[src/zdi_pkg.sv]
`default_nettype none
// ----------------------------------------------------------------------------
// zdi_pkg
// Shared types and codes for the two-wire debug-bus master: command codes,
// sequencer states and the item structures passed between modules.
// ----------------------------------------------------------------------------
package zdi_pkg;

   // Configuration register widths and indexes
   localparam int PHASE_W   = 8;
   localparam int GAP_W     = 16;
   localparam int CSR_IDX_W = 1;
   localparam int CSR_DAT_W = 16;

   localparam logic [CSR_IDX_W-1:0] CSR_PHASE_TICKS = 1'd0;
   localparam logic [CSR_IDX_W-1:0] CSR_GAP_TICKS   = 1'd1;

   // Command codes
   typedef enum logic [2:0] {
      OP_BEGIN_READ  = 3'd0,
      OP_BEGIN_WRITE = 3'd1,
      OP_READ_BYTE   = 3'd2,
      OP_WRITE_BYTE  = 3'd3,
      OP_END         = 3'd4
   } op_type;

   // Sequencer states, one-hot
   typedef enum logic [10:0] {
      ST_IDLE     = 11'b000_0000_0001,
      ST_START_HI = 11'b000_0000_0010,
      ST_START_LO = 11'b000_0000_0100,
      ST_BIT_LO   = 11'b000_0000_1000,
      ST_BIT_HI   = 11'b000_0001_0000,
      ST_CONT_LO  = 11'b000_0010_0000,
      ST_CONT_HI  = 11'b000_0100_0000,
      ST_GAP_BYTE = 11'b000_1000_0000,
      ST_DONE_LO  = 11'b001_0000_0000,
      ST_DONE_HI  = 11'b010_0000_0000,
      ST_GAP_END  = 11'b100_0000_0000
   } state_type;

   // One input item: one tick of the pin sequencer
   typedef struct packed {
      logic       cmd_valid;
      logic [2:0] op;
      logic [6:0] reg_address;
      logic [7:0] write_data;
      logic       line_in;
   } tick_type;

   // One result item: pin levels and status after the tick
   typedef struct packed {
      logic       clock_out;
      logic       data_out;
      logic       data_drive;
      logic [7:0] read_data;
      logic       read_valid;
      logic       ready_res;
   } pins_type;

endpackage
`default_nettype wire

[src/zdi_debug_bus_master_unit.sv]
`default_nettype none
// A result item is registered and appears in the cycle after its input item is accepted.
// Throughput: one item per cycle; the single output register is refilled in
// the cycle it is taken, so input stalls only while a result waits unread.
// Reset: synchronous; clears the sequencer to idle (clock high, line
// released), empties the output register and restores both registers.
// ----------------------------------------------------------------------------
// zdi_debug_bus_master_unit
// Two-wire debug-bus master stepped once per item: start condition, address,
// byte transfers and end sequence, with configurable phase and gap lengths.
// ----------------------------------------------------------------------------
module zdi_debug_bus_master_unit (
   input  wire logic                          clock,
   input  wire logic                          reset,
   // input items
   input  wire logic                          req_valid,
   output      logic                          req_stall,
   input  wire logic                          req_cmd_valid,
   input  wire logic [2:0]                    req_op,
   input  wire logic [6:0]                    req_reg_address,
   input  wire logic [7:0]                    req_write_data,
   input  wire logic                          req_line_in,
   // result items
   output      logic                          rsp_valid,
   input  wire logic                          rsp_stall,
   output      logic                          rsp_clock_out,
   output      logic                          rsp_data_out,
   output      logic                          rsp_data_drive,
   output      logic [7:0]                    rsp_read_data,
   output      logic                          rsp_read_valid,
   output      logic                          rsp_ready_res,
   // configuration
   input  wire logic                          csr_write_enable,
   input  wire logic [zdi_pkg::CSR_IDX_W-1:0] csr_index,
   input  wire logic [zdi_pkg::CSR_DAT_W-1:0] csr_write_data
);
   import zdi_pkg::*;

   logic [PHASE_W-1:0] phase_ff;
   logic [GAP_W-1:0]   gap_ff;
   logic               rsp_valid_ff;
   pins_type           rsp_ff;
   pins_type           pins;
   tick_type           tick;
   logic               accept;

   // Configuration registers
   always_ff @(posedge clock) begin
      if (reset) begin
         phase_ff <= PHASE_W'(1);
         gap_ff   <= GAP_W'(3);
      end else if (csr_write_enable) begin
         case (csr_index)
            CSR_PHASE_TICKS: phase_ff <= csr_write_data[PHASE_W-1:0];
            CSR_GAP_TICKS:   gap_ff   <= csr_write_data[GAP_W-1:0];
            default: begin
            end
         endcase
      end
   end

   // Accept while the output register is empty or being drained
   assign req_stall = rsp_valid_ff && rsp_stall;
   assign accept    = req_valid && !req_stall;

   always_comb begin
      tick.cmd_valid   = req_cmd_valid;
      tick.op          = req_op;
      tick.reg_address = req_reg_address;
      tick.write_data  = req_write_data;
      tick.line_in     = req_line_in;
   end

   zdi_seq u_seq (
      .clock       (clock),
      .reset       (reset),
      .step        (accept),
      .tick        (tick),
      .phase_ticks (phase_ff),
      .gap_ticks   (gap_ff),
      .pins        (pins)
   );

   // Output register: load on accept, drop when taken
   always_ff @(posedge clock) begin
      if (reset) begin
         rsp_valid_ff <= 1'b0;
      end else if (accept) begin
         rsp_valid_ff <= 1'b1;
      end else if (!rsp_stall) begin
         rsp_valid_ff <= 1'b0;
      end
   end

   always_ff @(posedge clock) begin
      if (accept) begin
         rsp_ff <= pins;
      end
   end

   assign rsp_valid      = rsp_valid_ff;
   assign rsp_clock_out  = rsp_ff.clock_out;
   assign rsp_data_out   = rsp_ff.data_out;
   assign rsp_data_drive = rsp_ff.data_drive;
   assign rsp_read_data  = rsp_ff.read_data;
   assign rsp_read_valid = rsp_ff.read_valid;
   assign rsp_ready_res  = rsp_ff.ready_res;

endmodule
`default_nettype wire

[src/zdi_seq.sv]
`default_nettype none
// ----------------------------------------------------------------------------
// zdi_seq
// Pin sequencer of the debug-bus master. Holds the sequence state and
// advances it by one tick for every accepted item; presents the pin levels
// as they stand after that tick.
// ----------------------------------------------------------------------------
module zdi_seq (
   input  wire logic                       clock,
   input  wire logic                       reset,
   input  wire logic                       step,
   input  wire zdi_pkg::tick_type          tick,
   input  wire logic [zdi_pkg::PHASE_W-1:0] phase_ticks,
   input  wire logic [zdi_pkg::GAP_W-1:0]   gap_ticks,
   output      zdi_pkg::pins_type          pins
);
   import zdi_pkg::*;

   state_type     state_ff, state_in;
   logic [3:0]    bit_ff, bit_in;
   logic [7:0]    shift_ff, shift_in;
   logic [GAP_W-1:0] tick_ff, tick_in;
   logic          clk_ff, clk_in;
   logic          data_ff, data_in;
   logic          drive_ff, drive_in;
   logic [7:0]    capt_ff, capt_in;
   logic          rmode_ff, rmode_in;
   logic          valid_in;

   logic [GAP_W-1:0] phase_len;
   logic          gap_state;
   logic          bl_drive, bl_data;

   // Length of the current phase; zero phase_ticks counts as one tick
   always_comb begin
      gap_state = (state_ff == ST_GAP_BYTE) || (state_ff == ST_GAP_END);
      if (gap_state) begin
         phase_len = gap_ticks;
      end else if (phase_ticks == '0) begin
         phase_len = GAP_W'(1);
      end else begin
         phase_len = GAP_W'(phase_ticks);
      end
   end

   // Levels of a clock-low bit phase: released when sampling
   assign bl_drive = !rmode_ff;
   assign bl_data  = rmode_ff ? 1'b0 : shift_ff[7];

   // Advance the sequence by one tick
   always_comb begin
      state_in = state_ff;
      bit_in   = bit_ff;
      shift_in = shift_ff;
      tick_in  = tick_ff;
      clk_in   = clk_ff;
      data_in  = data_ff;
      drive_in = drive_ff;
      capt_in  = capt_ff;
      rmode_in = rmode_ff;
      valid_in = 1'b0;

      if (state_ff == ST_IDLE) begin
         if (tick.cmd_valid) begin
            case (tick.op)
               OP_BEGIN_READ, OP_BEGIN_WRITE: begin
                  drive_in = 1'b1;
                  rmode_in = 1'b0;
                  shift_in = {tick.reg_address, (tick.op == OP_BEGIN_READ)};
                  bit_in   = '0;
                  clk_in   = 1'b1;
                  data_in  = 1'b1;
                  state_in = ST_START_HI;
                  tick_in  = GAP_W'(1);
               end
               OP_READ_BYTE, OP_WRITE_BYTE: begin
                  drive_in = 1'b1;
                  rmode_in = (tick.op == OP_READ_BYTE);
                  shift_in = (tick.op == OP_WRITE_BYTE) ? tick.write_data : 8'd0;
                  bit_in   = '0;
                  clk_in   = 1'b0;
                  data_in  = 1'b0;
                  state_in = ST_CONT_LO;
                  tick_in  = GAP_W'(1);
               end
               OP_END: begin
                  drive_in = 1'b1;
                  clk_in   = 1'b0;
                  data_in  = 1'b1;
                  state_in = ST_DONE_LO;
                  tick_in  = GAP_W'(1);
               end
               default: begin
                  // unknown command: stay idle
               end
            endcase
         end
      end else if (tick_ff < phase_len) begin
         tick_in = tick_ff + GAP_W'(1);
      end else begin
         tick_in = GAP_W'(1);
         case (state_ff)
            ST_START_HI: begin
               data_in  = 1'b0;
               state_in = ST_START_LO;
            end
            ST_START_LO, ST_GAP_BYTE: begin
               bit_in   = '0;
               clk_in   = 1'b0;
               drive_in = bl_drive;
               data_in  = bl_data;
               state_in = ST_BIT_LO;
            end
            ST_BIT_LO: begin
               clk_in   = 1'b1;
               shift_in = {shift_ff[6:0], rmode_ff & tick.line_in};
               bit_in   = bit_ff + 4'd1;
               state_in = ST_BIT_HI;
            end
            ST_BIT_HI: begin
               if (bit_ff[3]) begin
                  if (rmode_ff) begin
                     capt_in  = shift_ff;
                     valid_in = 1'b1;
                  end
                  state_in = ST_IDLE;
                  tick_in  = '0;
               end else begin
                  clk_in   = 1'b0;
                  drive_in = bl_drive;
                  data_in  = bl_data;
                  state_in = ST_BIT_LO;
               end
            end
            ST_CONT_LO: begin
               clk_in   = 1'b1;
               state_in = ST_CONT_HI;
            end
            ST_CONT_HI: begin
               if (gap_ticks != '0) begin
                  state_in = ST_GAP_BYTE;
               end else begin
                  bit_in   = '0;
                  clk_in   = 1'b0;
                  drive_in = bl_drive;
                  data_in  = bl_data;
                  state_in = ST_BIT_LO;
               end
            end
            ST_DONE_LO: begin
               clk_in   = 1'b1;
               state_in = ST_DONE_HI;
            end
            ST_DONE_HI: begin
               if (gap_ticks != '0) begin
                  state_in = ST_GAP_END;
               end else begin
                  state_in = ST_IDLE;
                  tick_in  = '0;
               end
            end
            default: begin
               state_in = ST_IDLE;
               tick_in  = '0;
            end
         endcase
      end
   end

   // Hold the sequence state between accepted items
   always_ff @(posedge clock) begin
      if (reset) begin
         state_ff <= ST_IDLE;
         bit_ff   <= '0;
         shift_ff <= '0;
         tick_ff  <= '0;
         clk_ff   <= 1'b1;
         data_ff  <= 1'b0;
         drive_ff <= 1'b0;
         capt_ff  <= '0;
         rmode_ff <= 1'b0;
      end else if (step) begin
         state_ff <= state_in;
         bit_ff   <= bit_in;
         shift_ff <= shift_in;
         tick_ff  <= tick_in;
         clk_ff   <= clk_in;
         data_ff  <= data_in;
         drive_ff <= drive_in;
         capt_ff  <= capt_in;
         rmode_ff <= rmode_in;
      end
   end

   // Present the levels as they stand after this tick
   always_comb begin
      pins.clock_out  = clk_in;
      pins.data_out   = data_in;
      pins.data_drive = drive_in;
      pins.read_data  = capt_in;
      pins.read_valid = valid_in;
      pins.ready_res  = (state_in == ST_IDLE);
   end

endmodule
`default_nettype wire

[config.mk]
export PLATFORM = sky130hd
export DESIGN_NAME = zdi_debug_bus_master_unit
export DESIGN_NICKNAME = d
export VERILOG_FILES = /design/src/zdi_pkg.sv /design/src/zdi_debug_bus_master_unit.sv /design/src/zdi_seq.sv
export SDC_FILE = /design/constraint.sdc
export NUM_CORES = 1
export LEC_CHECK = 0
export BUFFER_PORTS_ARGS = -buffer_cell sky130_fd_sc_hd__buf_2
export CAP_MARGIN = 20
export CORE_MARGIN = 2
export CORE_UTILIZATION = 43
export DETAILED_ROUTE_END_ITERATION = 10
export GPL_ROUTABILITY_DRIVEN = 0
export HOLD_SLACK_MARGIN = 0.06
export SLEW_MARGIN = 40
export SYNTH_ARGS = -nofsm -noshare
export SYNTH_HDL_FRONTEND = slang
export SYNTH_SLANG_ARGS = --single-unit
[constraint.sdc]
create_clock -name clock -period 5.4 [get_ports clock]
set_clock_uncertainty 0.05 [all_clocks]
set_input_delay 1.62 -clock clock [delete_from_list [all_inputs] [get_ports clock]]
set_output_delay 1.62 -clock clock [all_outputs]
set_load 0.05 [all_outputs]
# --- Word level (Yosys, flattened, before mapping) ---
# Cells that the tools add are included.
totals:
  input_bits: 42
  wordCells: 135
  register_bits: 89
classes:
  n_addsub: 2
  order_cmp: 1
  eq_ne: 23
  bitwise_logic: 4
  reduce_logical: 27
  n_mux: 60
op_table:
  columns: ["op", "n"]
  rows:
  - ["two-way mux 8 bit", 12]
  - ["one-hot mux 11 bit (8 select lines)", 1]
  - ["two-way mux 16 bit", 5]
  - ["one-hot mux 16 bit (3 select lines)", 1]
  - ["two-way mux 11 bit", 4]
  - ["one-hot mux 11 bit (3 select lines)", 1]
  - ["two-way mux 4 bit", 6]
  - ["== test 11 x 1 -> 1 bit (second input constant)", 2]
  - ["two-way mux 1 bit", 22]
  - ["adder 16 x 1 -> 16 bit (second input constant)", 1]
  - ["< comparator 16 bit", 1]
  - ["one-hot mux 8 bit (2 select lines)", 1]
  - ["nonzero test 16 bit", 1]
  - ["one-hot mux 4 bit (3 select lines)", 1]
  - ["== test 11 x 10 -> 1 bit (second input constant)", 1]
  - ["== test 11 bit (second input constant)", 1]
  - ["== test 11 x 2 -> 1 bit (second input constant)", 1]
  - ["== test 11 x 3 -> 1 bit (second input constant)", 1]
  - ["== test 11 x 4 -> 1 bit (second input constant)", 1]
  - ["== test 11 x 5 -> 1 bit (second input constant)", 1]
  - ["== test 11 x 6 -> 1 bit (second input constant)", 1]
  - ["== test 11 x 7 -> 1 bit (second input constant)", 1]
  - ["== test 11 x 8 -> 1 bit (second input constant)", 1]
  - ["== test 11 x 9 -> 1 bit (second input constant)", 1]
  - ["other kinds (30)", 48]

# --- Depth between registers and ports, before layout ---
# Gate-level depths: netlist (run 1).
depth:
  word_depth: 7
  depth_mapped: 15
  ltp_nobuf: 11

# --- Modules after synthesis ---
# From an unflattened synthesis (run 1), not the netlist that was laid out.
hier_totals:
  cells_unflattened: 584
  hier_area_um2: 5215.0
by_module_without_submodules:
  columns: ["mod", "n_inst", "cells_each", "area_each_um2", "seq_area_each_um2"]
  rows:
  - ["zdi_seq", 1, 467, 3744.8, 1021.0]
  - ["zdi_debug_bus_master_unit", 1, 117, 1470.2, 890.9]

# --- Least setup slack after synthesis (run 1) ---
# OpenSTA, ideal clock, no wires.
synth_path:
  kind: "reg2reg"
  start: "reg u_seq.state_ff[0]"
  end: "reg rsp_ff (netlist bit rsp_read_data[0]), data pin"
  synth_period_minus_slack_ps: 3708
  arrival_time_ps: 3399
  path_slack_ps: 1692
  t_required_ps: 5090
  setup_ps: 260
  path_buffers: 3
  stages_incl_launch_ff: 15
  path_cell_list: "dfxtp_1 > buf_6 > nor4_4 > and4_2 > clkbuf_1 > mux2i_1 > ha_1 > o211ai_1 > a211oi_1 > a221oi_2 > a31oi_2 > or2_1 > buf_6 > nand2_2 > mux2_2"
synth_rtl:
  columns: ["element", "line", "text"]
  rows:
  - ["start: declaration", "zdi_seq.sv:19", "state_type state_ff, state_in;"]
  - ["start signal: assignment", "zdi_seq.sv:183", "state_ff <= state_in;"]
  - ["end signal: assignment", "zdi_debug_bus_master_unit.sv:97", "rsp_ff <= pins;"]
  - ["end: declaration", "zdi_debug_bus_master_unit.sv:42", "pins_type rsp_ff;"]

==> results.py, run 1 <==
metrics = {
    "route": {
        "detail_route.vias_per_cell": 5.66,
        "drc": 0,
        "vias": 4307,
        "drtAntennaViolNets": 0,
        "drt_iter0_drc": 249,
        "drt_first_pass_iters": 4,
        "wl_per_cell_um": 16.0,
        "drt_wl_total_um": 12100,
    },
    "clock_network": {
        "root_buffer": "clkbuf_16",
        "post_cts_buffers": 0,
        "holdBufCountCts": 0,
        "cts_buffer_depth": 2,
        "cts.clk_slew.worst_paths_ns": 0.06,
        "cts_max_level": 3,
        "cts_sinks": 89,
        "post_cts_resized": 0,
        "clock_latency_ns": 0.34,
        "cts_buffers": 9,
        "cts_tree": "built",
    },
    "timing": {
        "fin_tns_setup_ns": 0,
        "min_period_over_period_pct": 81.3,
        "fmax_ghz": 0.228,
        "max_slew_margin_pct": 45.2,
        "worst_pin_slew_ns": 0.820,
        "hold_viol": 0,
        "worst_slack_ns": 1.01,
        "final-setup-viol-count": 0,
        "min_period_ns": 4.39,
        "maxSlewViolCount": 0,
        "grt_setup_unrepaired": "no",
    },
    "power_and_ir_drop": {
        "seqPwrFrac_pct": 45.1,
        "comb_power_share_pct": 16.6,
        "switching_share_pct": 28.1,
        "totalPowerFinal_mw": 1.60,
        "p_int_mw": 1.15,
        "p_leak_nw": 2.28,
        "ir_drop_mv": 0.123,
        "power_frac_clock_pct": 38.3,
        "power_density_nw_per_um2": 292,
        "p_sw_mw": 0.449,
    },
    "placed_design": {
        "dp_cells": 745,
        "port_buffers": 56,
        "place_area_sq_um": 5190,
        "post-dp-hpwl_um": 8890,
        "dp_slack_ns": 1.08,
    },
    "cells_and_area": {
        "drive_above_1_share_pct": 16.4,
        "nets": 675,
        "final_common_cell": "nand2_1",
        "final_cell_area_sq_um": 5480,
        "instances_no_fill": 761,
        "n_fill_cell": 1077,
        "area_growth_pct": 12.2,
        "diodes": 0,
        "most-common-layout-cells": "89 x nand2_1, 76 x dfxtp_1, 61 x nor2_1",
    },
    "synth": {
        "ys_seq_area_share_pct": 39.1,
        "async_flop_share_pct": 0,
        "syn_area_per_cell_sq_um": 8.39,
        "syn_nets": 641,
        "synth_area_leaders": "dfxtp_1 31%, edfxtp_1 8.0%, nand2_1 6.8%",
        "synth_edf_count": 13,
        "ys_ff_latch": 89,
        "synth.top_cell.area_share_pct": 31.2,
        "yosys_warnings": 0,
        "synth_cells": 582,
        "yosys.area.top_type": "dfxtp_1",
        "synth_area_sq_um": 4880,
        "synth_cell_types": 69,
        "synth_ff_type": "dfxtp_1",
    },
    "worst_setup_path": {
        "slowest_stage": "a31oi_2",
        "cp-start-kind": "register",
        "critical_path_class": "reg -> reg",
        "critical-path-max-stage-delay_ns": 0.64,
        "critical_path_arrival_ns": 4.43,
        "required_ns": 5.44,
        "cp_max_fo": 14,
        "worstSetupEndpointType": "register",
        "path_cells": "nor4_4, and4_2, nand2_1, ha_1, nand4_1, or4_1, a31oi_2, or2_1, nand2_2, mux2_2",
    },
    "die": {
        "io_pins": 57,
        "rows": 38,
        "die_w_um": 111,
        "dieArea_sq_um": 12200,
        "start_util_pct": 44.5,
        "die_y_um": 111,
        "coreArea_sq_um": 11000,
    },
    "grt": {
        "grt_pass1_wl_um": 20400,
        "overflow": 0,
        "grt_max_degree": 35,
        "grt_pass1_vias": 4172,
        "grt_use_total_pct": 20.2,
        "antenna_found_initial": 0,
    },
    "run": {
        "drv_cap": 0,
    },
    "min_path": {
        "min_path_type": "reg -> reg",
    },
    "outcome": {
        "status": "finished, final reports clean",
    },
}
worst paths after layout:
path | slack, ns | to | depth (start not counted) | from
worst max-delay path | 1.01 | rsp_read_data[0]$_DFFE_PP_ | 10 | u_seq.state_ff[0]$_SDFFE_PP1P_
worst min-delay path | 0.42 | gap_ff[6]$_SDFFE_PP0P_ | 2 | gap_ff[6]$_SDFFE_PP0P_
worst max register to register | 1.01 | rsp_read_data[0]$_DFFE_PP_ | 10 | u_seq.state_ff[0]$_SDFFE_PP1P_
worst min register to register | 0.42 | gap_ff[6]$_SDFFE_PP0P_ | 2 | gap_ff[6]$_SDFFE_PP0P_
worst max-delay path, delay by kind of cell (launching register included):
kind / cells / cell delay (ns)
AO/OA/AOI/OAI: 1 / 0.64
AND/OR/NAND/NOR: 7 / 2.38
flip-flops: 1 / 0.40
adder cells (fa/ha/maj): 1 / 0.32
multiplexers: 1 / 0.34
sequential cells by signal, summed over array words and instances (netlist names), 4 cells and up:
name,count
gap_ff,16
u_seq.tick_ff,16
u_seq.state_ff,11
phase_ff,8
rsp_read_data,8
u_seq.capt_ff,8
u_seq.shift_ff,8
u_seq.bit_ff,4
cells by family after synthesis:
| logic type | after synthesis | synth area share, % |
|---|---|---|
| DFF | 89 | 39.1 |
| muxes | 26 | 5.64 |
| xor gates and xnor gates | 15 | 2.69 |
| buffers and inverters | 44 | 4.15 |
| AOI/OAI and AO/OA | 120 | 16.1 |
| and+or+nand+nor | 271 | 28.0 |
| adders and majority gates | 17 | 4.36 |
power by group through the flow:
stage	Combinational [mW]	Clock [mW]	Sequential (mW)
floorplan	0.175	0	0.759
global placement	0.261	0	0.736
detailed placement	0.264	0	0.736
CTS	0.266	0.627	0.722
global route	0.293	0.657	0.725
finish	0.266	0.612	0.722
final cells by class:
cell class / count / area, sq um / area share, %
Clock buffer: 11 / 243 / 4.43
Clock inverter: 5 / 46.3 / 0.845
Inverter: 8 / 30.0 / 0.548
Multi-Input combinational cell: 449 / 2770 / 50.6
Sequential cell: 89 / 1910 / 34.9
Tap cell: 140 / 175 / 3.20
Timing Repair Buffer: 59 / 303 / 5.53
layer usage:
metal | vias up | wire [um] | part of all wire [%] | GRT usage [%]
met5 | - | 0 | 0 | 0
met4 | 0 | 208 | 1.7 | 7.67
met3 | 19 | 523 | 4.3 | 3.13
met2 | 107 | 5860 | 48 | 33.7
met1 | 2024 | 5550 | 46 | 26.2
li1 | 2157 | - | - | -
synthesized netlist by cell type (5+ instances only):
library cell / number
nand2_1: 89
dfxtp_1: 76
nor2_1: 61
a21oi_1: 52
nand3_1: 25
clkbuf_1: 21
ha_1: 17
mux2i_1: 17
o21ai_0: 16
nor3_1: 15
xor2_1: 14
edfxtp_1: 13
nand4_1: 13
nor4_1: 11
a21o_1: 10
inv_1: 8
mux2_2: 8
nor3b_1: 8
nand2b_1: 7
buf_2: 6
nand3b_1: 6
nor2b_1: 6
o211ai_1: 6
buf_1: 5
metrics by stage:
| step | hold WS (ns) | util (%) |
|---|---|---|
| global route | 0.434 | 49.9 |
| detailed placement | 0.405 | 47.3 |
| floorplan | 0.389 | - |
| finish | 0.418 | 49.9 |
| CTS | 0.415 | 49.9 |
| global placement | 0.404 | 47.2 |
No activity file was read; power rests on OpenSTA's default activity.
==> inputs of run 2 (changes only) <==
==> constraint.sdc (replaced) <==
create_clock -name clock -period 3.83 [get_ports clock]
set_clock_uncertainty 0.05 [all_clocks]
set_input_delay 1.149 -clock clock [delete_from_list [all_inputs] [get_ports clock]]
set_output_delay 1.149 -clock clock [all_outputs]
set_load 0.05 [all_outputs]
==> run 2 against run 1 <==
  * Die area unchanged
  * Sequential cell count unchanged
  * Non-clock buffer count increased by 14
  * Power increased by 51%
  * Global-route usage rose by 0.80 points
  * Clock-buffer cell count down 1
  * Utilization rose by 1.6 points
  * Highest routed layer unchanged
==> results.py, run 2 (synthesis results as in run 1) <==
metrics = {
    "cells_and_area": {
        "most-common-layout-cells": "89 x nand2_1, 76 x dfxtp_1, 61 x nor2_1",
        "final_common_cell": "nand2_1",
        "area_growth_pct": 15.7,
        "nets": 689,
        "drive_above_1_share_pct": 18.3,
        "final_cell_area_sq_um": 5650,
        "diodes": 0,
        "instances_no_fill": 775,
        "reg_top3": "gap_ff (16), u_seq.tick_ff (16), u_seq.state_ff (11)",
        "n_fill_cell": 1015,
    },
    "min_path": {
        "min_path_cells": 2,
        "min_path_type": "reg -> reg",
        "min_from": "u_seq.drive_ff$_SDFFE_PP0P_",
        "hold_end": "u_seq.drive_ff$_SDFFE_PP0P_",
    },
    "placed_design": {
        "post-dp-hpwl_um": 9070,
        "place_area_sq_um": 5310,
        "dp_cells": 759,
        "dp_slack_ns": 0.215,
        "port_buffers": 56,
    },
    "clock_network": {
        "cts_sinks": 89,
        "cts_tree": "built",
        "cts.clk_slew.worst_paths_ns": 0.06,
        "cts_buffer_depth": 2,
        "cts_buffers": 9,
        "root_buffer": "clkbuf_16",
        "clock_latency_ns": 0.35,
        "cts_max_level": 3,
        "holdBufCountCts": 0,
    },
    "route": {
        "drt_iter0_drc": 256,
        "drt_wl_total_um": 12300,
        "drc": 0,
        "vias": 4445,
        "detail_route.vias_per_cell": 5.74,
        "drt_first_pass_iters": 7,
        "wl_per_cell_um": 15.9,
        "drtAntennaViolNets": 0,
    },
    "power_and_ir_drop": {
        "ir_drop_mv": 0.256,
        "p_leak_nw": 2.38,
        "power_density_nw_per_um2": 427,
    },
    "grt": {
        "grt_pass1_vias": 4208,
        "grt_use_total_pct": 21.0,
        "antenna_found_initial": 0,
        "grt_pass1_wl_um": 21000,
        "grt_max_degree": 54,
        "overflow": 0,
    },
    "worst_setup_path": {
        "worstSetupEndpointType": "register",
        "critical_path_arrival_ns": 3.63,
        "timing.rr.start": "u_seq.state_ff[0]$_SDFFE_PP1P_",
        "r2r-end": "rsp_read_data[2]$_DFFE_PP_",
        "cp-start-kind": "register",
        "crit_start": "u_seq.state_ff[0]$_SDFFE_PP1P_",
        "critical_path_class": "reg -> reg",
        "required_ns": 3.88,
        "rr_worst_depth": 11,
        "r2r_setup_slack_ns": 0.25,
        "cp_max_fo": 9,
    },
    "outcome": {
        "status": "finished, final reports clean",
    },
    "timing": {
        "max_slew_margin_pct": 47.7,
        "fin_tns_setup_ns": 0,
        "worst_pin_slew_ns": 0.779,
        "min_period_ns": 3.58,
        "grt_setup_unrepaired": "no",
        "worst_slack_ns": 0.252,
        "hold_viol": 0,
        "fmax_ghz": 0.280,
        "final-setup-viol-count": 0,
        "maxSlewViolCount": 0,
        "min_period_over_period_pct": 93.4,
    },
    "die": {
        "dieArea_sq_um": 12200,
        "start_util_pct": 44.5,
        "io_pins": 57,
        "coreArea_sq_um": 11000,
        "die_y_um": 111,
        "rows": 38,
        "die_w_um": 111,
    },
    "run": {
        "drv_cap": 0,
    },
}
## run 2: final cells by class
class / count / area, sq um / area share [%]
multi-input cells: 449 / 2780 / 49.2
flip-flops and latches: 89 / 1910 / 33.8
repair buffers: 73 / 420 / 7.44
clock buffers: 10 / 229 / 4.05
well taps: 140 / 175 / 3.10
clock inverters: 6 / 106 / 1.88
inverters: 8 / 30.0 / 0.531
## run 2: timing repair
| action | 4_1_cts | 5_1_grt |
|---|---|---|
| gates resized for setup | 0 | 2 |
| setup buffers | 0 | 0 |
| setup endpoints to repair | 0 | 20 |
## run 2: power breakdown
part           switching [mW]  internal [mW]  total, mW
clock network           0.365          0.634      0.999
registers              0.0254          0.987       1.01
logic                   0.266          0.137      0.403
## run 2: worst max-delay path: stages, from the launching register on
cell and delay, ns:
dfxtp_1 0.34, nor4_4 0.34, and4_2 0.41, mux2i_1 0.22
ha_1 0.24, o211ai_1 0.31, a211oi_1 0.10, a221oi_2 0.27
a31oi_2 0.12, or2_1 0.29, nand2_2 0.24, mux2_2 0.38
## run 2: worst max path at each step
stage | end | cells past startpoint
after floorplan | rsp_read_data[0]$_DFFE_PP_ | 14
after global placement | rsp_read_data[6]$_DFFE_PP_ | 11
after detailed placement | rsp_read_data[6]$_DFFE_PP_ | 11
after CTS | rsp_read_data[2]$_DFFE_PP_ | 11
after global routing | u_seq.shift_ff[6]$_SDFFE_PP0P_ | 12
final | rsp_read_data[2]$_DFFE_PP_ | 11
## run 2: metal layers
layer  vias up  routed length (um)  track usage [%]  share of wire [%]
met2       132                5770             33.9                 47
met4         0                 365             9.33                3.0
met3        30                 648             4.34                5.3
li1       2192                   -                -                  -
met5         -                   0                0                  0
met1      2091                5550             27.0                 45
## run 2: metrics by stage
stage	hold WS, ns	total power [mW]	utilization, %
after CTS	0.417	2.43	51.4
after global placement	0.405	1.43	48.3
after detailed placement	0.410	1.43	48.3
after floorplan	0.389	1.32	-
final	0.416	2.42	51.5
after global routing	0.445	2.53	51.5
==> inputs of run 3 (changes only) <==
--- a/config.mk
+++ b/config.mk
@@ -5,6 +5,7 @@
 export SDC_FILE = /design/constraint.sdc
 export NUM_CORES = 1
 export LEC_CHECK = 0
+export ABC_AREA = 1
 export BUFFER_PORTS_ARGS = -buffer_cell sky130_fd_sc_hd__buf_2
 export CAP_MARGIN = 20
 export CORE_MARGIN = 2
==> run 3 against run 2 <==
  * Synthesized cell count increased by 33%
  * Maximum frequency grew 6.1%
  * Non-clock buffer count shrank 13
  * Global-route usage up 0.42 points
  * Worst hold slack improved by 0.0047 ns
  * First-iteration DRC count increased by 15%
  * Sequential cell count is the same
  * Final cell count up 25%
  * Critical endpoint is now rsp_ready_res$_DFFE_PP_
  * Largest cell class unchanged
  * Largest power group unchanged
==> results.py, run 3 <==
metrics = {
    "synth": {
        "ys_ff_latch": 89,
        "synth_ff_type": "dfxtp_1",
        "synth_common_cells": "145 x nand2_1, 116 x inv_1, 110 x o21ai_0",
        "synth_cell_types": 41,
        "synth_area_sq_um": 5240,
        "yosys_warnings": 0,
        "synth_edf_count": 13,
        "ys_seq_area_share_pct": 36.5,
        "synth_compound_area_share_pct": 20.6,
        "muxShareOfSynthArea_pct": 0,
        "synth-xor-area-share_pct": 1.67,
        "syn_nets": 833,
        "synth_cells": 774,
        "synth_top_family_by_area": "simple AND/OR/NAND/NOR gates",
        "yosys.area.top_type": "dfxtp_1",
        "yosysMostFrequentCell": "nand2_1",
        "synthAdderAreaFrac_pct": 4.06,
        "synthSimpleGateAreaFrac_pct": 25.8,
        "syn_area_per_cell_sq_um": 6.77,
        "synth_area_leaders": "dfxtp_1 29%, o21ai_0 10%, nand2_1 10%",
        "async_flop_share_pct": 0,
        "synth.top_cell.area_share_pct": 29.0,
    },
    "clock_network": {
        "holdBufCountCts": 0,
        "root_buffer": "clkbuf_16",
        "cts_buffers": 9,
        "cts_buffer_depth": 2,
        "cts_max_level": 3,
        "cts_tree": "built",
        "clock_latency_ns": 0.35,
        "cts.clk_slew.worst_paths_ns": 0.06,
        "cts_sinks": 89,
    },
    "route": {
        "drc": 0,
        "drt_wl_total_um": 13200,
        "vias": 5071,
        "drt_first_pass_iters": 5,
        "drtAntennaViolNets": 0,
        "wl_per_cell_um": 13.7,
        "detail_route.vias_per_cell": 5.24,
        "drt_iter0_drc": 295,
    },
    "cells_and_area": {
        "final_common_cell": "nand2_1",
        "diodes": 0,
        "reg_top3": "gap_ff (16), u_seq.tick_ff (16), u_seq.state_ff (11)",
        "multi_input_area_sq_um": 2750,
        "drive_above_1_share_pct": 12.7,
        "nets": 874,
        "n_fill_cell": 1193,
        "regArea_sq_um": 1910,
        "area_growth_pct": 12.0,
        "utilization_pct": 49.1,
        "most-common-layout-cells": "145 x nand2_1, 116 x inv_1, 110 x o21ai_0",
    },
    "grt": {
        "overflow": 0,
        "grt_max_degree": 39,
        "grt_pass1_vias": 4627,
        "grt_pass1_wl_um": 22000,
        "antenna_found_initial": 0,
        "grt_use_total_pct": 21.4,
    },
    "outcome": {
        "status": "finished, final reports clean",
    },
    "worst_setup_path": {
        "rr_worst_depth": 20,
        "r2r_setup_slack_ns": 0.46,
        "r2r-end": "rsp_ready_res$_DFFE_PP_",
        "cp-start-kind": "register",
        "critical_path_arrival_ns": 3.43,
        "worstSetupEndpointType": "register",
        "timing.rr.start": "u_seq.state_ff[2]$_SDFFE_PP0P_",
        "critical_path_class": "reg -> reg",
        "cp_max_fo": 38,
        "required_ns": 3.88,
    },
    "placed_design": {
        "port_buffers": 56,
        "post-dp-hpwl_um": 9790,
    },
    "min_path": {
        "min_from": "phase_ff[0]$_SDFFE_PP1P_",
        "hold_end": "phase_ff[0]$_SDFFE_PP1P_",
        "min_path_type": "reg -> reg",
        "min_path_cells": 2,
    },
    "timing": {
        "worst_pin_slew_ns": 0.628,
        "max_slew_margin_pct": 58.1,
        "fin_tns_setup_ns": 0,
        "hold_viol": 0,
        "grt_setup_unrepaired": "no",
        "min_period_ns": 3.37,
        "hold_ws_ns": 0.421,
        "maxSlewViolCount": 0,
        "min_period_over_period_pct": 88.0,
        "fmax_ghz": 0.297,
        "final-setup-viol-count": 0,
    },
    "power_and_ir_drop": {
        "ir_drop_mv": 0.269,
        "power_density_nw_per_um2": 409,
        "p_leak_nw": 2.65,
    },
    "die": {
        "die_y_um": 114,
        "io_pins": 57,
        "dieArea_sq_um": 13100,
        "rows": 40,
        "start_util_pct": 43.8,
        "coreArea_sq_um": 12000,
        "die_w_um": 114,
    },
    "run": {
        "drv_cap": 0,
    },
}
[run 3: cell count changes after synthesis, moves of 10 or more]
cell | previous run | this run
o21ai_0 | 16 | 110
o21ai_1 | 1 | 15
mux2i_1 | 17 | 0
inv_1 | 8 | 116
nand2_1 | 89 | 145
nor2_1 | 61 | 77
a21o_1 | 10 | 0
[run 3: cells by family (layout without fill, tap and decap cells)]
group,after synthesis,after routing
xor gates and xnor gates,10,10
DFF,89,89
AOI/OAI and AO/OA,200,200
buffers and inverters,151,197
and+or+nand+nor,307,307
adders and majority gates,17,17
[run 3: area by class of cell]
cell class / count / share of cell area (%)
multi-input cells: 534 / 46.8
inverters: 121 / 7.74
flip-flops and latches: 89 / 32.6
repair buffers: 60 / 5.29
clock buffers: 12 / 4.03
clock inverters: 4 / 0.490
well taps: 147 / 3.13
[run 3: timing repair]
item,CTS,global route
resized for setup,0,1
setup endpoints to repair,0,1
setup buffers,0,0
[run 3: power by group]
part / internal (mW) / total [mW] / switching, mW
Sequential: 1.02 / 1.06 / 0.0433
Combinational: 0.155 / 0.517 / 0.362
Clock: 0.442 / 0.820 / 0.378
[run 3: routing by layer]
layer,vias up,track usage (%),part of all wire [%]
li1,2622,-,-
met1,2286,27.3,46
met2,134,34.8,47
met3,29,3.39,4.2
met4,0,11.2,2.8
met5,-,0,0
[run 3: critical path, stage by stage, from the launching register on]
cell and delay [ns]:
dfxtp_1 0.35, nor2_2 0.15, nand2_2 0.12, nor2_2 0.15, nand2_1 0.13, nand2_4 0.20, nand2_1 0.09, ha_1 0.32
nand2_1 0.06, inv_1 0.06, nand3_1 0.07, a31oi_1 0.12, a2111oi_4 0.36, nand2_2 0.10, buf_4 0.26, nand2_1 0.20
o21ai_2 0.07, nand2_1 0.06, nand2_1 0.08, nand3_1 0.07, nor2_1 0.05
[run 3: stage by stage]
| stage | setup slack (ns) | instance area [sq um] | instances | power [mW] |
|---|---|---|---|---|
| after floorplan | 0.705 | 5240 | 774 | 1.48 |
| after global placement | 0.485 | 5600 | 951 | 1.59 |
| after detailed placement | 0.407 | 5600 | 951 | 1.60 |
| after CTS | 0.386 | 5860 | 967 | 2.42 |
| after global routing | 0.0159 | 5870 | 967 | 2.53 |
| final | 0.458 | 5870 | 967 | 2.40 |
[run 3: how the worst max path moves through the flow]
stage,from,to,slack (ns),depth (start not counted)
after global routing,u_seq.state_ff[2]$_SDFFE_PP0P_,rsp_ready_res$_DFFE_PP_,0.02,18
final,u_seq.state_ff[2]$_SDFFE_PP0P_,rsp_ready_res$_DFFE_PP_,0.46,20
after detailed placement,u_seq.state_ff[2]$_SDFFE_PP0P_,rsp_ready_res$_DFFE_PP_,0.41,20
after CTS,u_seq.state_ff[2]$_SDFFE_PP0P_,rsp_ready_res$_DFFE_PP_,0.39,18
after floorplan,rsp_stall,u_seq.tick_ff[14]$_SDFFE_PP0P_,0.70,12
after global placement,u_seq.state_ff[2]$_SDFFE_PP0P_,rsp_ready_res$_DFFE_PP_,0.48,18
